File: src/hdl/isv_pkg.sv
// ============================================================================
// isv_pkg: shared types and constants of the interpolating sample voice
// Request, result and job formats, request codes, register indexes and
// sample format codes used by the front end, the back end and the top level.
// ============================================================================
`default_nettype none

package isv_pkg;

    // Width of the mix accumulators (Q1.23).
    localparam int MIX_W = 24;
    // Width of a sample memory address as carried by a request.
    localparam int ADDR_W = 16;
    // Width of a sample word and of the phase step register.
    localparam int WORD_W = 32;
    // Width of the sample length register.
    localparam int LEN_W = 17;

    localparam logic signed [MIX_W-1:0] MIX_MAX = {1'b0, {(MIX_W-1){1'b1}}};
    localparam logic signed [MIX_W-1:0] MIX_MIN = {1'b1, {(MIX_W-1){1'b0}}};

    // Request codes.
    localparam logic [1:0] REQ_LOAD    = 2'd0;
    localparam logic [1:0] REQ_TRIGGER = 2'd1;
    localparam logic [1:0] REQ_RENDER  = 2'd2;

    // Configuration register indexes.
    localparam logic [1:0] CFG_LENGTH = 2'd0;
    localparam logic [1:0] CFG_FORMAT = 2'd1;
    localparam logic [1:0] CFG_STEP   = 2'd2;

    // Sample word formats; the unused code plays as 32-bit words.
    localparam logic [1:0] FMT_S8  = 2'd0;
    localparam logic [1:0] FMT_S16 = 2'd1;
    localparam logic [1:0] FMT_S32 = 2'd2;

    // Reset values of the configuration registers.
    localparam logic [LEN_W-1:0]  LENGTH_RST = '0;
    localparam logic [1:0]        FORMAT_RST = FMT_S16;
    localparam logic [WORD_W-1:0] STEP_RST   = 32'd65536;

    // One request item.
    typedef struct packed {
        logic [1:0]              req_type;
        logic [ADDR_W-1:0]       load_addr;
        logic signed [WORD_W-1:0] load_data;
        logic signed [MIX_W-1:0] mix_in_left;
        logic signed [MIX_W-1:0] mix_in_right;
    } t_req;

    // One result item.
    typedef struct packed {
        logic signed [MIX_W-1:0] mix_out_left;
        logic signed [MIX_W-1:0] mix_out_right;
        logic                    voice_active;
    } t_res;

    // Kind of work handed from the front end to the back end.
    typedef enum logic [1:0] {
        JOB_LOAD,
        JOB_PLAY,
        JOB_PASS
    } t_kind;

    // One job in the queue between front end and back end.
    typedef struct packed {
        t_kind                   kind;
        logic [ADDR_W-1:0]       addr;      // load address or current word
        logic [ADDR_W-1:0]       nxt_addr;  // next word
        logic                    cur_ok;    // current word lies inside the sample
        logic                    nxt_ok;    // next word lies inside the sample
        logic [WORD_W-1:0]       frac;      // position fraction, low bits used
        logic [WORD_W-1:0]       data;      // word to store
        logic signed [MIX_W-1:0] mix_l;
        logic signed [MIX_W-1:0] mix_r;
    } t_job;

endpackage

`default_nettype wire

File: src/hdl/isv_front.sv
// ============================================================================
// isv_front: request classifier and play position tracker
// Decodes each accepted request, keeps the voice state and the play
// position, and turns loads and renders into jobs for the back end.
// ============================================================================
`default_nettype none

module isv_front #(
    parameter int SAMPLE_DEPTH = 65536,
    parameter int FRAC_BITS    = 16
) (
    input  wire logic                          i_clk,
    input  wire logic                          i_rst_n,
    input  wire logic                          i_accept,
    input  wire isv_pkg::t_req                 i_req,
    input  wire logic [isv_pkg::LEN_W-1:0]     i_length,
    input  wire logic [isv_pkg::WORD_W-1:0]    i_step,
    output logic                               o_job_valid,
    output isv_pkg::t_job                      o_job
);

    localparam int F = FRAC_BITS;

    logic [31:0]    r_pos;
    logic [F-1:0]   r_frac;
    logic           r_on;
    logic [31:0]    n_pos;
    logic [F-1:0]   n_frac;
    logic           n_on;

    logic [32:0]    pos_p1;
    logic [F:0]     frac_sum;
    logic [31:0]    step_int;
    logic           ending;
    logic           cur_ok;
    logic           nxt_ok;

    // Position arithmetic for the current frame.
    assign pos_p1   = {1'b0, r_pos} + 33'd1;
    assign frac_sum = {1'b0, r_frac} + {1'b0, i_step[F-1:0]};
    assign step_int = i_step >> F;
    assign ending   = r_on && (r_pos >= 32'(i_length));
    assign cur_ok   = (r_pos < 32'(i_length)) && (r_pos < 32'(SAMPLE_DEPTH));
    assign nxt_ok   = (pos_p1 < 33'(i_length)) && (pos_p1 < 33'(SAMPLE_DEPTH));

    // Request decode and next voice state.
    always_comb begin
        n_pos        = r_pos;
        n_frac       = r_frac;
        n_on         = r_on;
        o_job_valid  = 1'b0;
        o_job        = '0;
        o_job.kind   = isv_pkg::JOB_PASS;
        o_job.mix_l  = i_req.mix_in_left;
        o_job.mix_r  = i_req.mix_in_right;
        unique case (i_req.req_type)
            isv_pkg::REQ_LOAD: begin
                o_job_valid = i_accept;
                o_job.kind  = isv_pkg::JOB_LOAD;
                o_job.addr  = i_req.load_addr;
                o_job.data  = i_req.load_data;
            end
            isv_pkg::REQ_TRIGGER: begin
                n_pos  = '0;
                n_frac = '0;
                n_on   = 1'b1;
            end
            isv_pkg::REQ_RENDER: begin
                o_job_valid = i_accept;
                if (r_on && !ending) begin
                    o_job.kind     = isv_pkg::JOB_PLAY;
                    o_job.addr     = r_pos[isv_pkg::ADDR_W-1:0];
                    o_job.nxt_addr = pos_p1[isv_pkg::ADDR_W-1:0];
                    o_job.cur_ok   = cur_ok;
                    o_job.nxt_ok   = nxt_ok;
                    o_job.frac     = isv_pkg::WORD_W'(r_frac);
                    n_pos          = r_pos + step_int + 32'(frac_sum[F]);
                    n_frac         = frac_sum[F-1:0];
                end else begin
                    n_on = 1'b0;
                end
            end
            default: begin
            end
        endcase
    end

    // Voice state registers.
    always_ff @(posedge i_clk) begin
        if (!i_rst_n) begin
            r_pos  <= '0;
            r_frac <= '0;
            r_on   <= 1'b0;
        end else if (i_accept) begin
            r_pos  <= n_pos;
            r_frac <= n_frac;
            r_on   <= n_on;
        end
    end

endmodule

`default_nettype wire

File: config.mk
export PLATFORM = sky130hd
export DESIGN_NAME = isv_front
export DESIGN_NICKNAME = d
export VERILOG_FILES = /design/src/hdl/isv_pkg.sv /design/src/hdl/isv_front.sv
export SDC_FILE = /design/constraint.sdc
export NUM_CORES = 1
export LEC_CHECK = 0
export BUFFER_PORTS_ARGS = -buffer_cell sky130_fd_sc_hd__buf_2
export CAP_MARGIN = 0
export CORE_AREA = 2 2 117 119
export DETAILED_ROUTE_END_ITERATION = 16
export DIE_AREA = 0 0 119 121
export GPL_ROUTABILITY_DRIVEN = 0
export GPL_TIMING_DRIVEN = 0
export PLACE_DENSITY = 0.74
export SYNTH_ARGS = -nofsm -noshare
export SYNTH_HDL_FRONTEND = slang
export SYNTH_SLANG_ARGS = --single-unit
File: constraint.sdc
create_clock -name i_clk -period 11.3 [get_ports i_clk]
set_clock_uncertainty 0.1 [all_clocks]
set_input_delay 0 -clock i_clk [delete_from_list [all_inputs] [get_ports i_clk]]
set_output_delay 0 -clock i_clk [all_outputs]
set_load 0.1 [all_outputs]
==> flow_summary.yaml, run 1 <==
outcome:
  status: "finished clean"
routing:
  via_per_inst: 4.984
  wl_per_cell_um: 14.93
  vias: 5492
  drtIter0Drc: 351
  routed_wl_um: 16450
  postRouteAntennaNets: 0
  firstDrtPassIters: 4
  drc_errors: 0
synth:
  async_reset_ff_share_pct: 0
  synth_xor_xnor_area_share_pct: 6.978
  synth_warnings: 0
  yosysSeqAreaShare_pct: 18.61
  synth_top_area_share_pct: 18.61
  netlist_area_mm2: 0.005271
  synth_edf_count: 0
  synth_mux_area_share_pct: 0.1899
  syn_area_per_cell_um2: 7.879
  synth_fa_ha_area_share_pct: 16.81
  synth_cell_type_count: 55
  yosysMostFrequentCell: "and2_1"
  synth_top_area_cell: "dfxtp_1"
  synthTopCellsByArea: "dfxtp_1 (19%), ha_1 (16%), buf_4 (9.4%), and2_1 (8.0%), xnor2_1 (4.7%)"
  synth_top_family_by_area: "simple AND/OR/NAND/NOR gates"
  yosys_register_bits: 49
  synthTopCellsByCount: "and2_1 (67), buf_4 (66), ha_1 (66), dfxtp_1 (49), nand2_1 (49)"
  synth_compound_area_share_pct: 19.20
  synthCells: 669
  synthSimpleGateAreaFrac_pct: 24.95
  synthFlopType: "dfxtp_1"
clock_network:
  numCtsBuffers: 5
  worstSkewPairLatency_ns: 0.30
  cts.clk_slew.worst_paths_ns: 0.08
  cts_tree: "yes"
  cts_root_buf: "clkbuf_16"
  ctsResizeCount: 0
  cts.sinks: 49
  cts.path.max_buffers: 2
  h-tree-depth: 2
setup_path:
  cp_max_fo: 3
  arrival_ns: 5.09
  reg2reg_slack_ns: 6.31
  cp-start-kind: "flop"
  cp.required_ns: 11.40
  cp-end-kind: "flop"
  worstSetupPathType: "flop to flop"
global_routing:
  grt_pass1_wl_um: 25500
  grtUsageTotal_pct: 21.88
  met3_usage_pct: 3.195
  grt_pass1_vias: 5105
  overflow: 0
  antenna_found_initial: 0
  grtUsageMet1_pct: 26.76
  grt_max_degree: 18
  use_met2_pct: 40.27
  busiest_layer: "met2"
timing:
  hold_violations: 0
  maxSlewHeadroom_pct: 36.88
  drv_slew: 0
  holdWs_ns: 0.03710
  rsz0062_at_grt: "false"
  finalSetupViolations: 0
  fin_crit_ns: 4.991
  worst_slew_pin_slew_ns: 0.9336
  fin_setup_tns_ns: 0
  fin_crit_sh_pct: 44.17
  fmax_ghz: 0.2003
pwr:
  leakage_nw: 3.718
  finalPower_mw: 0.5866
  ir_drop_mv: 0.05413
  power_density_mw_per_mm2: 85.34
worst_hold_path:
  hp-class: "primary input to flop"
cells_and_area:
  area_growth_pct: 30.41
  diodes: 0
  drive_gt1_share_pct: 34.23
  fill_cells: 1301
  layout.nets: 1144
  instances_no_fill: 1102
floorplan:
  ios: 299
  start_util_pct: 40.28
  num_rows: 42
  die_h_um: 121
  die-width_um: 119
  core_area_mm2: 0.01309
  dieArea_mm2: 0.01440
placement:
  place.detailed.hpwl_um: 13760
  dp_cells: 1093
  portBuffers: 233
flow_run:
  cap_violations: 0
## layout by cell type (no fill, tap or decap), types with 19 or more instances in the layout
cell type and n:
ha_1 66, and2_1 67, o21ai_0 19, dfxtp_1 49, buf_4 66, a22o_1 23
nand2_1 49, a21boi_0 22, and3_1 23, buf_2 235, a21oi_1 40, inv_1 29
xnor2_1 28, nand3_1 36
## final cells by class
type | instances | area, um2 | share of cell area [%]
flip-flops and latches | 49 | 980.9 | 14.27
clock inverters | 3 | 25.02 | 0.3640
inverters | 30 | 112.6 | 1.638
clock buffers | 5 | 125.1 | 1.820
multi-input cells | 517 | 3651 | 53.11
repair buffers | 234 | 1176 | 17.11
plain buffers | 88 | 583.1 | 8.482
well taps | 176 | 220.2 | 3.203
## per-layer routing
metal,vias to the layer above,wire (um),share of wire (%)
met5,-,0,0
met4,0,223,1.4
met3,16,965,5.9
met2,200,8444,51
met1,2479,6815,41
li1,2797,-,-
## sequential cells by signal (all words and copies together) (netlist names)
name,cells
r_pos,32
r_frac,16
r_on,1
## per-stage QoR
stage	instance area, um2	util [%]	setup slack, ns
floorplan	5328	-	6.829
global placement	6714	51.31	6.394
detailed placement	6714	51.31	6.369
CTS	6874	52.53	6.317
global route	6874	52.53	5.973
finish	6874	52.53	6.309
## worst paths after layout
kind	startpoint	to	cells after the start
max	r_frac[0]	r_pos[10]	18
min	i_req[96]	r_on	4
min reg2reg	r_frac[12]	r_frac[12]	2
max reg2reg	r_frac[0]	r_pos[10]	18
## report_power, final
group          leakage [nW]  switching [mW]  internal, mW  total (mW)
Combinational          3.25           0.195        0.0606       0.256
Sequential            0.395         0.00152         0.174       0.175
Clock                0.0708          0.0720        0.0838       0.156
Total                  3.72           0.269         0.318       0.587
## worst max-delay path, stage by stage (launching register included)
cell	delay, ns
dfxtp_1	0.33
ha_1	0.22
inv_1	0.08
fa_1	0.18
nand2b_1	0.15
a21oi_1	0.11
nor4b_1	0.44
o31ai_1	0.20
a311oi_1	0.45
o21ai_0	0.21
fa_1	0.44
fa_1	0.42
a21o_1	0.20
a221oi_1	0.47
o21ai_0	0.24
a21o_1	0.22
a21oi_1	0.17
xnor2_1	0.08
a22o_1	0.19
## cells by family (layout without fill, tap and decap cells)
logic type / count (synthesis) / after routing
buffers and inverters: 118 / 360
other: 1 / 16
AND/OR/NAND/NOR: 241 / 241
AO/OA/AOI/OAI: 148 / 148
flip-flops: 49 / 49
XOR/XNOR: 42 / 42
multiplexers: 1 / 1
adder cells (fa/ha/maj): 69 / 69
## what timing repair did
action,in CTS,in global routing
hold buffers,1,0
setup buffers,0,0
endpoints found under the hold margin,1,0
Power figures use the tool's default switching activity.
==> run 2: changes to the inputs <==
- CORE_AREA: 2 2 117 119 -> not set
- CORE_UTILIZATION: not set -> 41
- DIE_AREA: 0 0 119 121 -> not set
- PLACE_DENSITY: 0.74 -> 0.78
- clock period: 11.3 -> 4.3 ns (I/O delays scaled with it)
==> flow_summary.yaml, run 2 (synthesis gave the netlist of run 1 again) <==
routing:
  firstDrtPassIters: 6
  via_per_inst: 5.086
  wl_per_cell_um: 15.99
  routed_wl_um: 17730
  postRouteAntennaNets: 0
  drtIter0Drc: 348
  vias: 5640
  drc_errors: 0
cells_and_area:
  layout.nets: 1155
  largest_register_ffs: 32
  diodes: 0
  area_growth_pct: 35.25
  mostFrequentLayoutCells: "buf_2 (222), buf_4 (77), and2_1 (67)"
  layout_top_registers: "r_pos (32), r_frac (16), r_on (1)"
  drive_gt1_share_pct: 37.89
  regMostFlops: "r_pos"
  fill_cells: 1221
  final_common_cell: "buf_2"
timing:
  fmax_ghz: 0.2367
  finalWorstSetupSlack_ns: 0.07460
  drv_slew: 0
  rsz0062_at_grt: "true"
  fin_crit_ns: 4.225
  fin_crit_sh_pct: 98.27
  hold_violations: 0
  worst_slew_pin_slew_ns: 0.9918
  finalSetupViolations: 0
  maxSlewHeadroom_pct: 32.95
setup_path:
  cp.required_ns: 4.43
  critPathTopFamily: "compound AO/OA/AOI/OAI gates"
  cp-start-kind: "flop"
  cp_common_cell: "fa_2"
  slowest_stage: "fa_2"
  cp_max_fo: 3
  worstSetupPathType: "flop to flop"
  worstPathCellList: "ha_4 > inv_2 > fa_2 > nand2b_4 > a21oi_4 > nor4b_4 > o31ai_2 > a311oi_2 > o21ai_2 > fa_2 > fa_2 > a21o_1 > a221oi_4 > o21ai_2 > a21oi_2 > buf_4 > o21ai_4 > a21oi_2 > nand2b_1"
  worst-path-buf-inv: 2
  cp-end-kind: "flop"
  reg2reg_slack_ns: 0.07
  arrival_ns: 4.36
  critPathMaxStageDelay_ns: 0.43
pwr:
  finalPower_mw: 1.539
  ir_drop_mv: 0.1472
  power_density_mw_per_mm2: 215.8
  leakage_nw: 3.796
global_routing:
  grt_max_degree: 16
  grt_pass1_vias: 5209
  grtUsageTotal_pct: 25.24
  antenna_found_initial: 0
  overflow: 0
  grt_pass1_wl_um: 25870
floorplan:
  die_h_um: 115.4
  core_area_mm2: 0.01257
  dieArea_mm2: 0.01331
  die-width_um: 115.4
  ios: 299
  num_rows: 41
  start_util_pct: 41.94
clock_network:
  cts.sinks: 49
  worstSkewPairLatency_ns: 0.29
  numCtsBuffers: 5
  cts_tree: "yes"
  cts.path.max_buffers: 2
  cts_root_buf: "clkbuf_16"
  h-tree-depth: 2
  cts.clk_slew.worst_paths_ns: 0.07
placement:
  portBuffers: 233
  place.detailed.hpwl_um: 14300
  preCtsSetupSlack_ns: -0.5038
flow_run:
  cap_violations: 0
outcome:
  status: "finished clean"
worst_hold_path:
  hp-class: "primary input to flop"
-- run 2: per-layer routing --
metal  wire [um]  global-route usage (%)
met5           0                       0
met4         278                   7.273
met3        1215                   3.479
met2        8926                   46.47
met1        7310                   30.27
-- run 2: worst min-delay path, cell delays in order --
cell      delay, ns
clkbuf_1       0.18
nand3_1        0.13
a21boi_0       0.07
-- run 2: path summary, 6_finish.rpt --
kind,from,to,cells past startpoint
setup / recovery,r_frac[0],r_pos[16],19
hold / removal,i_accept,r_frac[0],3
setup reg to reg,r_frac[0],r_pos[16],19
hold reg to reg,r_pos[22],r_pos[22],1
-- run 2: stage by stage --
step | utilization, % | std cells | hold WS, ns | setup TNS (ns) | cell area, um2
finish | 56.72 | 1109 | 0.03364 | 0 | 7129
global route | 56.72 | 1109 | 0.05448 | -0.3826 | 7129
CTS | 55.08 | 1101 | 0.03259 | 0 | 6923
detailed placement | 53.47 | 1089 | 0.1497 | -2.874 | 6720
global placement | 53.47 | 1089 | 0.1416 | -1.636 | 6720
floorplan | - | 684 | -0.01251 | 0 | 5339
-- run 2: timing repair --
action | 4_1_cts | 5_1_grt
gates resized for setup | 10 | 42
hold endpoints to repair | 1 | 0
endpoints found under the setup margin | 12 | 49
setup buffers | 3 | 8
cloned | 0 | 0
hold buffers | 1 | 0
pin swaps | 7 | 19
-- run 2: power by group --
part	internal [mW]	leakage [nW]	total (mW)	switching, mW
combinational	0.163	3.34	0.687	0.524
clock	0.216	0.0631	0.392	0.176
sequential	0.456	0.397	0.460	0.00421
-- run 2: layout make-up --
| cell class | count | area [um2] | area share, % |
|---|---|---|---|
| Inverter | 30 | 112.6 | 1.580 |
| Timing Repair Buffer | 245 | 1291 | 18.11 |
| Sequential cell | 49 | 987.2 | 13.85 |
| Tap cell | 172 | 215.2 | 3.019 |
| Clock buffer | 6 | 128.9 | 1.808 |
| Buffer | 88 | 583.1 | 8.178 |
| Multi-Input combinational cell | 517 | 3796 | 53.25 |
| Clock inverter | 2 | 15.01 | 0.2106 |
==> run 3: changes to the inputs <==
- CAP_MARGIN: 0 -> not set
- REMOVE_ABC_BUFFERS: not set -> 1
==> flow_summary.yaml, run 3 (synthesis gave the netlist of run 1 again) <==
outcome:
  status: "finished clean"
floorplan:
  dieArea_mm2: 0.01331
  die-width_um: 115.4
  start_util_pct: 41.94
  num_rows: 41
  core_area_mm2: 0.01257
  die_h_um: 115.4
  ios: 299
placement:
  place.detailed.hpwl_um: 14870
  place_area_mm2: 0.005908
  preCtsSetupSlack_ns: -0.6668
  dp_cells: 955
  portBuffers: 186
cells_and_area:
  largest_register_ffs: 32
  layout_top_registers: "r_pos (32), r_frac (16), r_on (1)"
  final_area_mm2: 0.006694
  regMostFlops: "r_pos"
  area_growth_pct: 26.99
  drive_gt1_share_pct: 26.25
  final_common_cell: "buf_2"
  mostFrequentLayoutCells: "buf_2 (186), and2_1 (67), ha_1 (65)"
  instances_no_fill: 1016
  layout.nets: 1060
clock_network:
  cts.sinks: 49
  h-tree-depth: 2
  numCtsBuffers: 5
  cts_root_buf: "clkbuf_16"
  worstSkewPairLatency_ns: 0.29
  cts.path.max_buffers: 2
  cts_tree: "yes"
  cts.clk_slew.worst_paths_ns: 0.07
global_routing:
  grt_pass1_vias: 4951
  grt_pass1_wl_um: 28030
  grtUsageTotal_pct: 28.36
  grt_max_degree: 58
  overflow: 0
  antenna_found_initial: 1
routing:
  via_per_inst: 5.343
  drc_errors: 0
  postRouteAntennaNets: 0
  drtIter0Drc: 259
  firstDrtPassIters: 4
  routed_wl_um: 19310
  vias: 5428
  wl_per_cell_um: 19.00
setup_path:
  r2r_end: "r_pos[10]"
  cp-start-kind: "flop"
  cp_max_fo: 5
  cp.required_ns: 4.39
  r2r-start: "r_frac[8]"
  arrival_ns: 4.25
  reg2reg_slack_ns: 0.14
  worstSetupPathType: "flop to flop"
  reg2regPathDepth: 16
  cp-end-kind: "flop"
pwr:
  leakage_nw: 3.424
  ir_drop_mv: 0.2228
  power_density_mw_per_mm2: 235.1
timing:
  finalSetupViolations: 0
  fin_crit_sh_pct: 96.85
  worst_slew_pin_slew_ns: 1.333
  hold_violations: 0
  fmax_ghz: 0.2401
  fin_crit_ns: 4.165
  finalWorstSetupSlack_ns: 0.1353
  maxSlewHeadroom_pct: 11.10
  drv_slew: 0
flow_run:
  cap_violations: 0
worst_hold_path:
  holdPathStages: 4
  whs_endpoint: "r_on"
  hp-class: "primary input to flop"
  min_from: "i_req[96]"
run 3: repair_timing:
action,CTS,global route
endpoints found under the setup margin,57,37
hold endpoints to repair,49,0
hold buffers,49,0
pin swaps,2,7
setup buffers,1,1
resized for setup,8,17
run 3: final cells by class:
cell class	instances	area (um2)
tap	172	215.2
antenna	2	5.005
clock inverter	3	43.79
timing repair buffer	238	1451
sequential	49	980.9
inverter	30	117.6
clock buffer	5	125.1
fill	1192	5874
multi-input combinational	517	3755
run 3: through the flow:
step	util [%]	TNS, ns	power, mW	hold WS, ns
global placement	46.87	-3.337	0.8924	-0.09926
global route	53.24	-0.001567	1.629	0.04597
floorplan	-	-0.1727	0.7870	-0.1000
finish	53.26	0	1.574	0.03915
detailed placement	47.01	-3.634	0.8966	-0.09926
CTS	52.60	-0.2133	1.576	0.03330
run 3: worst max-delay path by stage:
stage / end / cells past startpoint / slack (ns) / start
3_5_place_dp: r_pos[10] / 18 / -0.67 / r_frac[0]
5_1_grt: r_pos[16] / 16 / -0.002 / r_frac[8]
2_1_floorplan: o_job[113] / 8 / -0.13 / r_pos[0]
4_1_cts: r_pos[10] / 18 / -0.10 / r_frac[0]
3_3_place_gp: r_pos[10] / 18 / -0.63 / r_frac[0]
6_report: r_pos[10] / 16 / 0.14 / r_frac[8]
run 3: critical path, cell delays in order, from the launching register on:
cell	delay, ns
dfxtp_1	0.36
ha_2	0.32
a21oi_2	0.19
nand2_2	0.12
nor4b_4	0.33
o31ai_2	0.12
a311oi_2	0.37
o21ai_2	0.11
fa_2	0.37
fa_2	0.37
a21o_1	0.22
a221oi_4	0.34
o21ai_2	0.11
a21o_1	0.19
a21oi_1	0.17
xnor2_1	0.08
a22o_1	0.20
run 3: routing by layer:
| metal | up-vias | global-route usage, % | wire [um] |
|---|---|---|---|
| met5 | - | 0 | 0 |
| met4 | 0 | 11.60 | 749 |
| met1 | 2525 | 34.93 | 8114 |
| met3 | 34 | 6.009 | 1455 |
| met2 | 243 | 47.90 | 8989 |
| li1 | 2626 | - | - |
run 3: where the power goes:
group          total [mW]  internal, mW  switching, mW
sequential          0.461         0.456        0.00405
clock               0.456         0.276          0.181
combinational       0.657         0.136          0.521
