## src/hdl/isv_fifo.sv

```systemverilog
// ============================================================================
// isv_fifo: small register queue
// First-in first-out queue of any packed type, with a fill count for
// credit checks. Push and pop may happen in the same cycle.
// ============================================================================
`default_nettype none

module isv_fifo #(
    parameter type T     = logic,
    parameter int  DEPTH = 4
) (
    input  wire logic                       i_clk,
    input  wire logic                       i_rst_n,
    input  wire logic                       i_push,
    input  wire T                           i_data,
    input  wire logic                       i_pop,
    output logic                            o_full,
    output logic                            o_empty,
    output logic [$clog2(DEPTH+1)-1:0]      o_count,
    output T                                o_data
);

    localparam int PW = $clog2(DEPTH);
    localparam int CW = $clog2(DEPTH+1);

    T                r_mem [DEPTH];
    logic [PW-1:0]   r_wr;
    logic [PW-1:0]   r_rd;
    logic [CW-1:0]   r_count;
    logic            do_push;
    logic            do_pop;

    assign o_full  = (r_count == CW'(DEPTH));
    assign o_empty = (r_count == '0);
    assign o_count = r_count;
    assign o_data  = r_mem[r_rd];
    assign do_push = i_push && !o_full;
    assign do_pop  = i_pop && !o_empty;

    // Pointers and fill count.
    always_ff @(posedge i_clk) begin
        if (!i_rst_n) begin
            r_wr    <= '0;
            r_rd    <= '0;
            r_count <= '0;
        end else begin
            if (do_push) begin
                r_wr <= (r_wr == PW'(DEPTH-1)) ? '0 : r_wr + PW'(1);
            end
            if (do_pop) begin
                r_rd <= (r_rd == PW'(DEPTH-1)) ? '0 : r_rd + PW'(1);
            end
            if (do_push && !do_pop) begin
                r_count <= r_count + CW'(1);
            end else if (do_pop && !do_push) begin
                r_count <= r_count - CW'(1);
            end
        end
    end

    // Storage.
    always_ff @(posedge i_clk) begin
        if (do_push) begin
            r_mem[r_wr] <= i_data;
        end
    end

endmodule

`default_nettype wire

```

## config.mk

```make
export PLATFORM = sky130hd
export DESIGN_NAME = isv_fifo
export DESIGN_NICKNAME = d
export VERILOG_FILES = /design/src/hdl/isv_fifo.sv
export SDC_FILE = /design/constraint.sdc
export NUM_CORES = 1
export LEC_CHECK = 0
export ABC_CLOCK_PERIOD_IN_PS = 2300
export BUFFER_PORTS_ARGS = -buffer_cell sky130_fd_sc_hd__buf_2
export CORE_MARGIN = 2
export CORE_UTILIZATION = 30
export DETAILED_ROUTE_END_ITERATION = 10
export SYNTH_ARGS = -nofsm -noshare
export SYNTH_HDL_FRONTEND = slang
export SYNTH_SLANG_ARGS = --single-unit
```

## constraint.sdc

```tcl
create_clock -name i_clk -period 2.3 [get_ports i_clk]
set_clock_uncertainty 0.1 [all_clocks]
set_input_delay 0.345 -clock i_clk [delete_from_list [all_inputs] [get_ports i_clk]]
set_output_delay 0.345 -clock i_clk [all_outputs]
set_load 0.02 [all_outputs]
```

==> impl_table.tex, run 1 <==
\begin{tabular}{lr}
\hline
Metric & Value \\
\hline
\multicolumn{2}{l}{\textbf{Floorplanning}} \\
\quad Count of pins on the block boundary & 11 \\
\quad Chip Width & a little under 50 um \\
\quad Die area & 2458 sq um \\
\quad Number of placement rows & 16 \\
\quad Area of the core & 1962 sq um \\
\quad Die height & between 40 and 50 um \\
\quad Initial core utilization & 0.3176 \\
\multicolumn{2}{l}{\textbf{Drt}} \\
\quad Vias per inst & around 4.3 \\
\quad Pre-Repair DR Iteration Count & 2 \\
\quad Violation count after the first detailed-routing iteration & 5 \\
\quad Final antenna-violating net count & 0 \\
\quad Met1 Routed Length & 405 um \\
\quad Highest Signal Layer & met4 \\
\quad DRC violations left & 0 \\
\quad Via count of the routed design & about 420 \\
\quad Post-detailed-routing wire length & about 940 um \\
\quad Average routed wire per standard cell & between 9 and 10 um \\
\quad Met2 Routed Length & 493 um \\
\quad Met3 Routed Length & roughly 30 um \\
\multicolumn{2}{l}{\textbf{STA}} \\
\quad Transition time at the pin with the least slew margin & roughly 0.24 ns \\
\quad Worst path setup slack after routing & $\sim$0.17 ns \\
\quad Upper clock frequency limit & between 0.4 and 0.5 GHz \\
\quad Min Clock Period, post-route & around 2.1 ns \\
\quad Worst hold slack after final layout & approximately 0.2 ns \\
\quad Setup tns final & 0 ns \\
\quad Period Utilization, post-route & 0.9282 \\
\quad Hold Violations, Final & 0 \\
\quad Number of setup violations in the final report & 0 \\
\quad Slew headroom & 0.8398 \\
\quad Max-slew violations & 0 \\
\multicolumn{2}{l}{\textbf{Pwr}} \\
\quad Combinational Power Share & 0.400 \\
\quad Lkg Pwr & $\sim$0.00032 uW \\
\quad Switching power total & about 290 uW \\
\quad Switching share of power & 0.3604 \\
\quad Worst-case vdd ir drop & $\sim$0.3 mV \\
\quad Internal power contribution & 517.0 uW \\
\quad Pwr/cell area & about 1100 nW/um\^{}2 \\
\quad Power share of the sequential group & 0.436 \\
\quad Share of total power in the clock network & 0.164 \\
\multicolumn{2}{l}{\textbf{Critical path}} \\
\quad Critical Path RT & around 2.4 ns \\
\quad FF-to-FF setup slack & 0.17 ns \\
\quad Startpoint of the most critical register-to-register path & o\_count[1] \\
\quad Biggest fanout along the worst timing path & 6 \\
\quad Path depth of the worst reg2reg path & 7 \\
\quad Startpoint type of the worst setup path & flip-flop \\
\quad Critical setup path kind & reg2reg \\
\quad Worst EP arrival & 2.23 ns \\
\quad Category of the worst setup path capture point & flip-flop \\
\quad Capture point of the worst reg-to-reg path & o\_count[2] \\
\multicolumn{2}{l}{\textbf{Placed design}} \\
\quad DPL Wire Length & 748.5 um \\
\quad Setup Slack @ Placement & between 0.06 and 0.07 ns \\
\quad Placed inst area & between 700 and 800 sq um \\
\quad Total of buffers placed on input and output ports & 10 \\
\quad Final RePlAce weighted congestion & about 0.68 \\
\multicolumn{2}{l}{\textbf{Yosys}} \\
\quad Number of synthesized register bits & 13 \\
\quad Number of nets in the synthesized netlist & 68 \\
\quad Synthesized cell area & between 600 and 700 sq um \\
\quad Number of distinct standard cells referenced by the synthesized netlist & 22 \\
\quad Count of yosys warnings during synthesis & 0 \\
\quad Synthesized instance count & 56 \\
\quad Syn\_area\_per\_cell & approximately 11 sq um \\
\quad Proportion of synthesized chip area in sequential cells & 0.4819 \\
\multicolumn{2}{l}{\textbf{Finish}} \\
\quad Nets & 83 \\
\quad P\&R area growth vs syn & 20.68\% \\
\quad Post-layout instance area & 752.0 sq um \\
\quad Fraction of final layout cells sized beyond drive strength 1 & 0.3143 \\
\quad Antenna fix cells & 0 \\
\multicolumn{2}{l}{\textbf{Worst hold path}} \\
\quad End point of the worst hold path & r\_mem[3] \\
\quad Hold Path Class & in2reg \\
\quad Hold path startpoint & i\_data \\
\quad Worst hold stages & 1 \\
\multicolumn{2}{l}{\textbf{Status}} \\
\quad Result of the run & finished, final reports clean \\
\multicolumn{2}{l}{\textbf{Global route}} \\
\quad Overall routing resource usage & 0.08893 \\
\quad Vias in the first global route & 367 \\
\quad Maximum number of pins on one net before global-route repair & 12 \\
\quad Grt total ovfl & 0 \\
\quad Antenna violations before repair & 0 \\
\quad First-pass GRT wire length & 1.607 mm \\
\multicolumn{2}{l}{\textbf{Clock tree}} \\
\quad Number of levels in the clock H-tree & 1 \\
\quad CTS tree & built \\
\quad Clock transition time at the flip-flop clock pins of the worst setup and hold paths & 0.07 ns \\
\quad Post-CTS setup repair buffer count & 0 \\
\quad Clock Latency Late Sink & approximately 0.26 ns \\
\quad Number of hold buffers added after cts & 0 \\
\quad Total clock buffers created by CTS & 3 \\
\quad Number of clock sinks seen by CTS & 13 \\
\quad Clock tree buffer depth & 2 \\
\quad Root buffer cell & sky130\_fd\_sc\_hd\_\_clkbuf\_4 \\
\multicolumn{2}{l}{\textbf{Flow run}} \\
\quad MaxCap Viol Count & 0 \\
\hline
\end{tabular}
## metal layers
metal | vias to the layer above | GRT usage
met5 | - | 0
met1 | 189 | 0.09905
li1 | 218 | -
met2 | 6 | 0.1444
met3 | 2 | 0.03030
met4 | 0 | 0.05556
## layout make-up
| class | count | area (sq um) |
|---|---|---|
| Inverter | 3 | 11.26 |
| Timing Repair Buffer | 12 | 65.06 |
| Sequential cell | 13 | 302.8 |
| Clock buffer | 4 | 26.28 |
| Tap cell | 27 | 33.78 |
| Fill cell | 219 | 1210 |
| Multi-Input combinational cell | 38 | 312.8 |
## cell usage after synthesis
library cell               number  share of area
sky130_fd_sc_hd__nor3_1         1         0.0080
sky130_fd_sc_hd__or3_1          1          0.010
sky130_fd_sc_hd__and2_1         5          0.050
sky130_fd_sc_hd__nor3b_2        1          0.020
sky130_fd_sc_hd__nor2_1         2          0.012
sky130_fd_sc_hd__nand2_1        6          0.036
sky130_fd_sc_hd__o21ai_0        3          0.024
sky130_fd_sc_hd__fa_1           1          0.032
sky130_fd_sc_hd__dfxtp_1        9           0.29
sky130_fd_sc_hd__xor2_1         1          0.014
sky130_fd_sc_hd__xnor2_1        1          0.014
sky130_fd_sc_hd__nand3_1        2          0.016
sky130_fd_sc_hd__clkbuf_1       1         0.0060
sky130_fd_sc_hd__mux2i_1        3          0.048
sky130_fd_sc_hd__nor2b_1        2          0.020
sky130_fd_sc_hd__inv_1          3          0.018
sky130_fd_sc_hd__buf_2          1         0.0080
sky130_fd_sc_hd__ha_1           6           0.12
sky130_fd_sc_hd__o31ai_1        1          0.012
sky130_fd_sc_hd__a21boi_0       1          0.012
sky130_fd_sc_hd__mux4_2         1          0.036
sky130_fd_sc_hd__edfxtp_1       4           0.19
## kinds of logic (layout without fill, tap and decap cells)
logic type,after synthesis,in the layout,share of synthesized area
xor gates and xnor gates,2,2,0.02812
muxes,4,4,0.08434
DFF,13,13,0.4819
adders and majority gates,7,7,0.1526
buffers and inverters,5,19,0.03211
AOI/OAI and AO/OA,5,5,0.04819
and+or+nand+nor,20,20,0.1727
## cells in the final DEF, fill, tap and decap left out
cell / instances
sky130_fd_sc_hd__buf_2: 10
sky130_fd_sc_hd__dfxtp_1: 7
sky130_fd_sc_hd__nand2_1: 6
sky130_fd_sc_hd__and2_1: 5
sky130_fd_sc_hd__ha_1: 5
sky130_fd_sc_hd__edfxtp_1: 4
sky130_fd_sc_hd__inv_1: 3
sky130_fd_sc_hd__mux2i_1: 3
sky130_fd_sc_hd__o21ai_0: 3
sky130_fd_sc_hd__clkbuf_4: 3
sky130_fd_sc_hd__nor2_1: 2
sky130_fd_sc_hd__nand3_1: 2
sky130_fd_sc_hd__dfxtp_2: 2
sky130_fd_sc_hd__buf_4: 2
sky130_fd_sc_hd__nor3b_2: 1
sky130_fd_sc_hd__nor2b_2: 1
sky130_fd_sc_hd__nor3_1: 1
sky130_fd_sc_hd__o31ai_2: 1
sky130_fd_sc_hd__mux4_2: 1
sky130_fd_sc_hd__xor2_1: 1
sky130_fd_sc_hd__or3_1: 1
sky130_fd_sc_hd__a21boi_0: 1
sky130_fd_sc_hd__nor2b_1: 1
sky130_fd_sc_hd__xnor2_1: 1
sky130_fd_sc_hd__fa_1: 1
sky130_fd_sc_hd__ha_2: 1
sky130_fd_sc_hd__clkbuf_1: 1
## critical path, cell delays in order (launching register included)
cell                       delay [ns]
sky130_fd_sc_hd__dfxtp_2         0.36
sky130_fd_sc_hd__o31ai_2         0.29
sky130_fd_sc_hd__ha_2            0.24
sky130_fd_sc_hd__inv_1           0.05
sky130_fd_sc_hd__fa_1            0.39
sky130_fd_sc_hd__xor2_1          0.17
sky130_fd_sc_hd__or3_1           0.30
sky130_fd_sc_hd__a21boi_0        0.16
## metrics by stage
step | instances | total power (uW) | util
final | 97 | 808.2 | 0.3833
after global routing | 97 | 873.7 | 0.3833
after CTS | 97 | 811.5 | 0.3776
after detailed placement | 93 | 672.8 | 0.3642
after global placement | 93 | 661.3 | 0.3642
after floorplan | 56 | 574.5 | -
## what timing repair did
item                                   in CTS  in global routing
endpoints found under the hold margin       0                  0
setup endpoints to repair                   0                  1
gates resized for setup                     0                  4
## power groups by stage
stage	combinational (uW)	sequential (uW)	clock, uW
floorplan	209	365	0
global placement	310	352	0
detailed placement	318	355	0
CTS	321	350	141
global route	362	364	148
finish	323	352	133
## how the worst max path moves through the flow
| stage | start | to | slack, ns |
|---|---|---|---|
| final | o_count[1] | o_count[2] | 0.17 |
| after global routing | o_count[2] | o_count[2] | -0.007 |
| after CTS | o_count[1] | o_count[2] | 0.06 |
| after detailed placement | o_count[1] | o_count[2] | 0.06 |
| after global placement | o_count[1] | o_count[2] | 0.17 |
| after floorplan | o_count[1] | o_count[2] | 0.002 |
No activity file was read; power rests on OpenSTA's default activity.
==> inputs of run 2 (changes only) <==
Settings changed: ABC_CLOCK_PERIOD_IN_PS 2300 to 2400.
Clock period 2.3 ns to 2.4 ns, I/O delays scaled along.
==> run 2 against run 1 <==
Effect of this change:
- core utilization down 0.64 points
- routed wire length down 1.4%
- power down 5.5%
- sequential cell count unchanged
- largest cell class unchanged
- highest routed layer unchanged
==> impl_table.tex, run 2 (same netlist as run 1, synthesis figures left out) <==
\begin{tabular}{lr}
\hline
Metric & Value \\
\hline
\multicolumn{2}{l}{\textbf{Critical path}} \\
\quad Critical path cell sequence & o31ai\_1 -> ha\_1 -> inv\_1 -> fa\_1 -> xor2\_1 -> or3\_1 -> a21boi\_0 \\
\quad Category of the worst setup path capture point & flip-flop \\
\quad Max incr delay on CP & 0.38 ns \\
\quad Worst Path Buf+Inv & 1 \\
\quad Biggest fanout along the worst timing path & 6 \\
\quad Kind of cell with the highest combined delay on the critical path & adder cells \\
\quad Worst EP arrival & 2.30 ns \\
\quad Critical setup path kind & reg2reg \\
\quad Slowest cell on the critical path & sky130\_fd\_sc\_hd\_\_dfxtp\_1 \\
\quad Critical Path RT & $\sim$2.5 ns \\
\quad Startpoint type of the worst setup path & flip-flop \\
\multicolumn{2}{l}{\textbf{Pwr}} \\
\quad Pwr/cell area & between 1000 and 1500 nW/um\^{}2 \\
\quad Total power of the final layout & 763.9 uW \\
\quad Lkg Pwr & between 0.0003 and 0.0004 uW \\
\quad Worst-case vdd ir drop & a little under 0.3 mV \\
\multicolumn{2}{l}{\textbf{Drt}} \\
\quad Met3 Routed Length & just over 40 um \\
\quad Violation count after the first detailed-routing iteration & 8 \\
\quad Via count of the routed design & $\sim$400 \\
\quad Pre-Repair DR Iteration Count & 4 \\
\quad Average routed wire per standard cell & approximately 9.5 um \\
\quad Highest Signal Layer & met4 \\
\quad Met2 Routed Length & between 400 and 500 um \\
\quad Final antenna-violating net count & 0 \\
\quad Post-detailed-routing wire length & 924 um \\
\quad Vias per inst & about 4.2 \\
\quad Met1 Routed Length & approximately 440 um \\
\quad DRC violations left & 0 \\
\multicolumn{2}{l}{\textbf{STA}} \\
\quad Period Utilization, post-route & 0.9155 \\
\quad Hold Violations, Final & 0 \\
\quad Upper clock frequency limit & $\sim$0.46 GHz \\
\quad Transition time at the pin with the least slew margin & between 0.3 and 0.4 ns \\
\quad Slew headroom & 0.7933 \\
\quad Number of setup violations in the final report & 0 \\
\quad Setup tns final & 0 ns \\
\quad Unrepaired setup endpoints after global routing & false \\
\quad Max-slew violations & 0 \\
\quad Min Clock Period, post-route & between 2 and 2.5 ns \\
\multicolumn{2}{l}{\textbf{Floorplanning}} \\
\quad Initial core utilization & 0.3176 \\
\quad Number of placement rows & 16 \\
\quad Area of the core & about 2000 sq um \\
\quad Die height & slightly below 50 um \\
\quad Count of pins on the block boundary & 11 \\
\quad Die area & 2458 sq um \\
\quad Chip Width & 49.58 um \\
\multicolumn{2}{l}{\textbf{Clock tree}} \\
\quad Number of hold buffers added after cts & 0 \\
\quad Post-cts resize count & 0 \\
\quad Clock Latency Late Sink & approximately 0.27 ns \\
\quad Total clock buffers created by CTS & 3 \\
\quad Root buffer cell & sky130\_fd\_sc\_hd\_\_clkbuf\_4 \\
\quad Post-CTS setup repair buffer count & 0 \\
\quad Clock transition time at the flip-flop clock pins of the worst setup and hold paths & $\sim$0.080 ns \\
\quad Clock tree buffer depth & 2 \\
\quad Number of levels in the clock H-tree & 1 \\
\quad Number of clock sinks seen by CTS & 13 \\
\quad CTS tree & built \\
\multicolumn{2}{l}{\textbf{Finish}} \\
\quad Antenna fix cells & 0 \\
\quad Combined flip-flop and latch cell area & approximately 300 sq um \\
\quad Fraction of final layout cells sized beyond drive strength 1 & 0.2429 \\
\quad Most common cell after layout, fill and taps aside & sky130\_fd\_sc\_hd\_\_buf\_2 \\
\quad Nets & 83 \\
\quad Area of combinational cells with multiple inputs & 302.8 sq um \\
\quad P\&R area growth vs syn & 18.67\% \\
\quad Most frequent cells in the layout & 10 x sky130\_fd\_sc\_hd\_\_buf\_2, 9 x sky130\_fd\_sc\_hd\_\_dfxtp\_1, 6 x sky130\_fd\_sc\_hd\_\_nand2\_1, 6 x sky130\_fd\_sc\_hd\_\_ha\_1, 5 x sky130\_fd\_sc\_hd\_\_and2\_1 \\
\quad Number of fill cells & 215 \\
\quad Final core utilization & 0.3769 \\
\quad Post-Layout Cell Count & between 90 and 100 \\
\multicolumn{2}{l}{\textbf{Flow run}} \\
\quad MaxCap Viol Count & 0 \\
\multicolumn{2}{l}{\textbf{Placed design}} \\
\quad DPL Wire Length & just over 700 um \\
\quad Final RePlAce weighted congestion & approximately 0.73 \\
\quad Total of buffers placed on input and output ports & 10 \\
\quad Placed instance count & just over 90 \\
\multicolumn{2}{l}{\textbf{Global route}} \\
\quad Antenna violations before repair & 0 \\
\quad Overall routing resource usage & 0.09167 \\
\quad Vias in the first global route & 390 \\
\quad Grt total ovfl & 0 \\
\quad Maximum number of pins on one net before global-route repair & 12 \\
\quad First-pass GRT wire length & approximately 1.7 mm \\
\multicolumn{2}{l}{\textbf{Status}} \\
\quad Result of the run & finished, final reports clean \\
\multicolumn{2}{l}{\textbf{Worst hold path}} \\
\quad Hold Path Class & in2reg \\
\hline
\end{tabular}
-- run 2: layout make-up --
cell class | count | share of cell area
clock buffer | 4 | 0.03553
inverter | 3 | 0.01523
multi-input combinational | 38 | 0.4095
sequential | 13 | 0.4061
tap | 27 | 0.04569
timing repair buffer | 12 | 0.08799
-- run 2: worst paths after layout --
path / from / end / slack, ns / cells past startpoint
max: o_count[1] / o_count[2] / 0.20 / 7
min: i_data / r_mem[3] / 0.20 / 1
max reg2reg: o_count[1] / o_count[2] / 0.20 / 7
min reg2reg: r_wr[1] / r_wr[1] / 0.40 / 2
-- run 2: per-layer routing --
| metal | up-vias | GRT usage |
|---|---|---|
| met5 | - | 0 |
| met4 | 0 | 0.08333 |
| met3 | 4 | 0.02121 |
| met2 | 9 | 0.1400 |
| met1 | 179 | 0.1054 |
| li1 | 217 | - |
-- run 2: through the flow --
step / hold slack (ns) / cell area, sq um / worst slack, ns
3_3_place_gp: 0.3854 / 713.2 / 0.2529
3_5_place_dp: 0.3972 / 713.2 / 0.2128
6_report: 0.2021 / 739.5 / 0.2028
2_1_floorplan: 0.3589 / 623.1 / 0.07926
5_1_grt: 0.2031 / 739.5 / 0.04840
4_1_cts: 0.1941 / 739.5 / 0.1887
-- run 2: where the power goes --
| group | switching (uW) | internal (uW) |
|---|---|---|
| Sequential | 52.3 | 280 |
| Combinational | 157 | 141 |
| Clock | 69.2 | 64.5 |
==> inputs of run 3 (changes only) <==
Settings changed: ABC_CLOCK_PERIOD_IN_PS 2400 to 2000, CELL_PAD_IN_SITES_DETAIL_PLACEMENT set to 0, CELL_PAD_IN_SITES_GLOBAL_PLACEMENT set to 2, PLACE_DENSITY_LB_ADDON set to 0.1.
Clock period 2.4 ns to 2 ns, I/O delays scaled along.
==> run 3 against run 2 <==
Effect of this change:
- global-route usage up 0.88 points
- power increased by 31%
- clock power is 16% higher
- largest power group is now combinational logic
- non-clock buffer count rose by 3
- final cell count is 3.1% higher
==> impl_table.tex, run 3 (same netlist as run 1, synthesis figures left out) <==
\begin{tabular}{lr}
\hline
Metric & Value \\
\hline
\multicolumn{2}{l}{\textbf{Floorplanning}} \\
\quad Initial core utilization & 0.3176 \\
\quad Chip Width & $\sim$50 um \\
\quad Die height & 49.58 um \\
\quad Die area & roughly 2500 sq um \\
\quad Area of the core & 1962 sq um \\
\quad Count of pins on the block boundary & 11 \\
\quad Number of placement rows & 16 \\
\multicolumn{2}{l}{\textbf{STA}} \\
\quad Setup tns final & 0 ns \\
\quad Max-slew violations & 0 \\
\quad Worst path setup slack after routing & about 0.055 ns \\
\quad Worst hold slack after final layout & between 0.1 and 0.15 ns \\
\quad Unrepaired setup endpoints after global routing & true \\
\quad Slew headroom & 0.8310 \\
\quad Number of setup violations in the final report & 0 \\
\quad Transition time at the pin with the least slew margin & 0.2535 ns \\
\quad Period Utilization, post-route & 0.9723 \\
\quad Upper clock frequency limit & slightly above 0.5 GHz \\
\quad Min Clock Period, post-route & a little under 2 ns \\
\quad Hold Violations, Final & 0 \\
\multicolumn{2}{l}{\textbf{Clock tree}} \\
\quad Number of levels in the clock H-tree & 1 \\
\quad Root buffer cell & sky130\_fd\_sc\_hd\_\_clkbuf\_4 \\
\quad Number of clock sinks seen by CTS & 13 \\
\quad CTS tree & built \\
\quad Number of hold buffers added after cts & 0 \\
\quad Clock tree buffer depth & 2 \\
\quad Total clock buffers created by CTS & 3 \\
\quad Clock Latency Late Sink & 0.27 ns \\
\quad Clock transition time at the flip-flop clock pins of the worst setup and hold paths & about 0.080 ns \\
\quad Post-CTS setup repair buffer count & 0 \\
\multicolumn{2}{l}{\textbf{Flow run}} \\
\quad MaxCap Viol Count & 0 \\
\multicolumn{2}{l}{\textbf{Pwr}} \\
\quad Total power of the final layout & $\sim$1000 uW \\
\quad Pwr/cell area & 1237 nW/um\^{}2 \\
\quad Lkg Pwr & between 0.0003 and 0.0004 uW \\
\quad Worst-case vdd ir drop & roughly 0.53 mV \\
\multicolumn{2}{l}{\textbf{Placed design}} \\
\quad DPL Wire Length & $\sim$780 um \\
\quad Setup Slack @ Placement & -0.04213 ns \\
\quad Final RePlAce weighted congestion & around 0.69 \\
\quad Placed instance count & between 90 and 100 \\
\quad Total of buffers placed on input and output ports & 10 \\
\multicolumn{2}{l}{\textbf{Global route}} \\
\quad Grt total ovfl & 0 \\
\quad Vias in the first global route & approximately 450 \\
\quad First-pass GRT wire length & 1.828 mm \\
\quad Overall routing resource usage & 0.1005 \\
\quad Maximum number of pins on one net before global-route repair & 12 \\
\quad Antenna violations before repair & 0 \\
\multicolumn{2}{l}{\textbf{Critical path}} \\
\quad Startpoint type of the worst setup path & flip-flop \\
\quad Worst EP arrival & approximately 2.1 ns \\
\quad Category of the worst setup path capture point & flip-flop \\
\quad FF-to-FF setup slack & between 0.05 and 0.06 ns \\
\quad Critical setup path kind & reg2reg \\
\quad Biggest fanout along the worst timing path & 3 \\
\quad Max incr delay on CP & around 0.36 ns \\
\quad Critical Path RT & 2.10 ns \\
\quad Slowest cell on the critical path & sky130\_fd\_sc\_hd\_\_dfxtp\_4 \\
\quad Critical path cell sequence & nor3b\_4 -> nor2b\_2 -> ha\_4 -> inv\_2 -> fa\_2 -> xor2\_1 -> or3\_1 -> a21boi\_1 \\
\multicolumn{2}{l}{\textbf{Finish}} \\
\quad Number of fill cells & 227 \\
\quad Post-Layout Cell Count & 100 \\
\quad P\&R area growth vs syn & 30.12\% \\
\quad Fraction of final layout cells sized beyond drive strength 1 & 0.3836 \\
\quad Most frequent cells in the layout & 10 x sky130\_fd\_sc\_hd\_\_buf\_2, 6 x sky130\_fd\_sc\_hd\_\_nand2\_1, 6 x sky130\_fd\_sc\_hd\_\_dfxtp\_1 \\
\quad Nets & 86 \\
\quad Antenna fix cells & 0 \\
\quad Most common cell after layout, fill and taps aside & sky130\_fd\_sc\_hd\_\_buf\_2 \\
\multicolumn{2}{l}{\textbf{Drt}} \\
\quad Via count of the routed design & approximately 420 \\
\quad Post-detailed-routing wire length & roughly 1000 um \\
\quad Final antenna-violating net count & 0 \\
\quad Violation count after the first detailed-routing iteration & 2 \\
\quad Average routed wire per standard cell & a little under 10 um \\
\quad Pre-Repair DR Iteration Count & 2 \\
\quad Vias per inst & about 4.2 \\
\quad DRC violations left & 0 \\
\multicolumn{2}{l}{\textbf{Status}} \\
\quad Result of the run & finished, final reports clean \\
\multicolumn{2}{l}{\textbf{Worst hold path}} \\
\quad Hold Path Class & in2reg \\
\hline
\end{tabular}
-- run 3: cell types whose count changed in the layout (fill, tap and decap cells not counted), sizes merged --
cell,before,now
buf,12,15
-- run 3: through the flow --
stage / util / cell area, sq um
global placement: 0.3986 / 782.0
CTS: 0.4133 / 810.8
floorplan: - / 671.9
detailed placement: 0.3986 / 782.0
finish: 0.4133 / 810.8
global route: 0.4133 / 810.8
-- run 3: final timing paths --
check	start	to	cells after the start
max	o_count[2]	o_count[2]	8
min	i_data	r_mem[3]	1
max reg2reg	o_count[2]	o_count[2]	8
min reg2reg	r_wr[1]	r_wr[1]	2
-- run 3: report_power, final --
group          total [uW]  leakage, uW  internal, uW  switching (uW)
clock network         156    0.0000150          77.1            78.6
logic                 433     0.000214           222             211
registers             414     0.000113           347            67.2
-- run 3: what timing repair did --
action                     in CTS  in global routing
setup endpoints to repair       1                  1
gates resized for setup         1                  1
pin swaps                       0                  1
-- run 3: layer usage --
metal | vias up | track usage | part of all wire | routed length [um]
met2 | 3 | 0.1644 | 0.51 | 497
met3 | 0 | 0.03636 | 0.029 | 28
met4 | 0 | 0.05556 | 0 | 0
met5 | - | 0 | 0 | 0
li1 | 221 | - | - | -
met1 | 195 | 0.1126 | 0.46 | 450
-- run 3: cell type report --
cell class	instances	area (sq um)	area share
well taps	27	33.78	0.04167
multi-input cells	38	340.3	0.4198
clock buffers	4	26.28	0.03241
inverters	3	11.26	0.01389
flip-flops and latches	13	311.5	0.3843
repair buffers	15	87.58	0.1080
-- run 3: critical path: cells and delay by family, from the launching register on --
family	cells	cell delay (ns)
flops	1	0.36
buf+inv	1	0.03
compound gates	1	0.11
simple gates	3	0.64
fa+ha+maj	2	0.48
xor+xnor	1	0.15
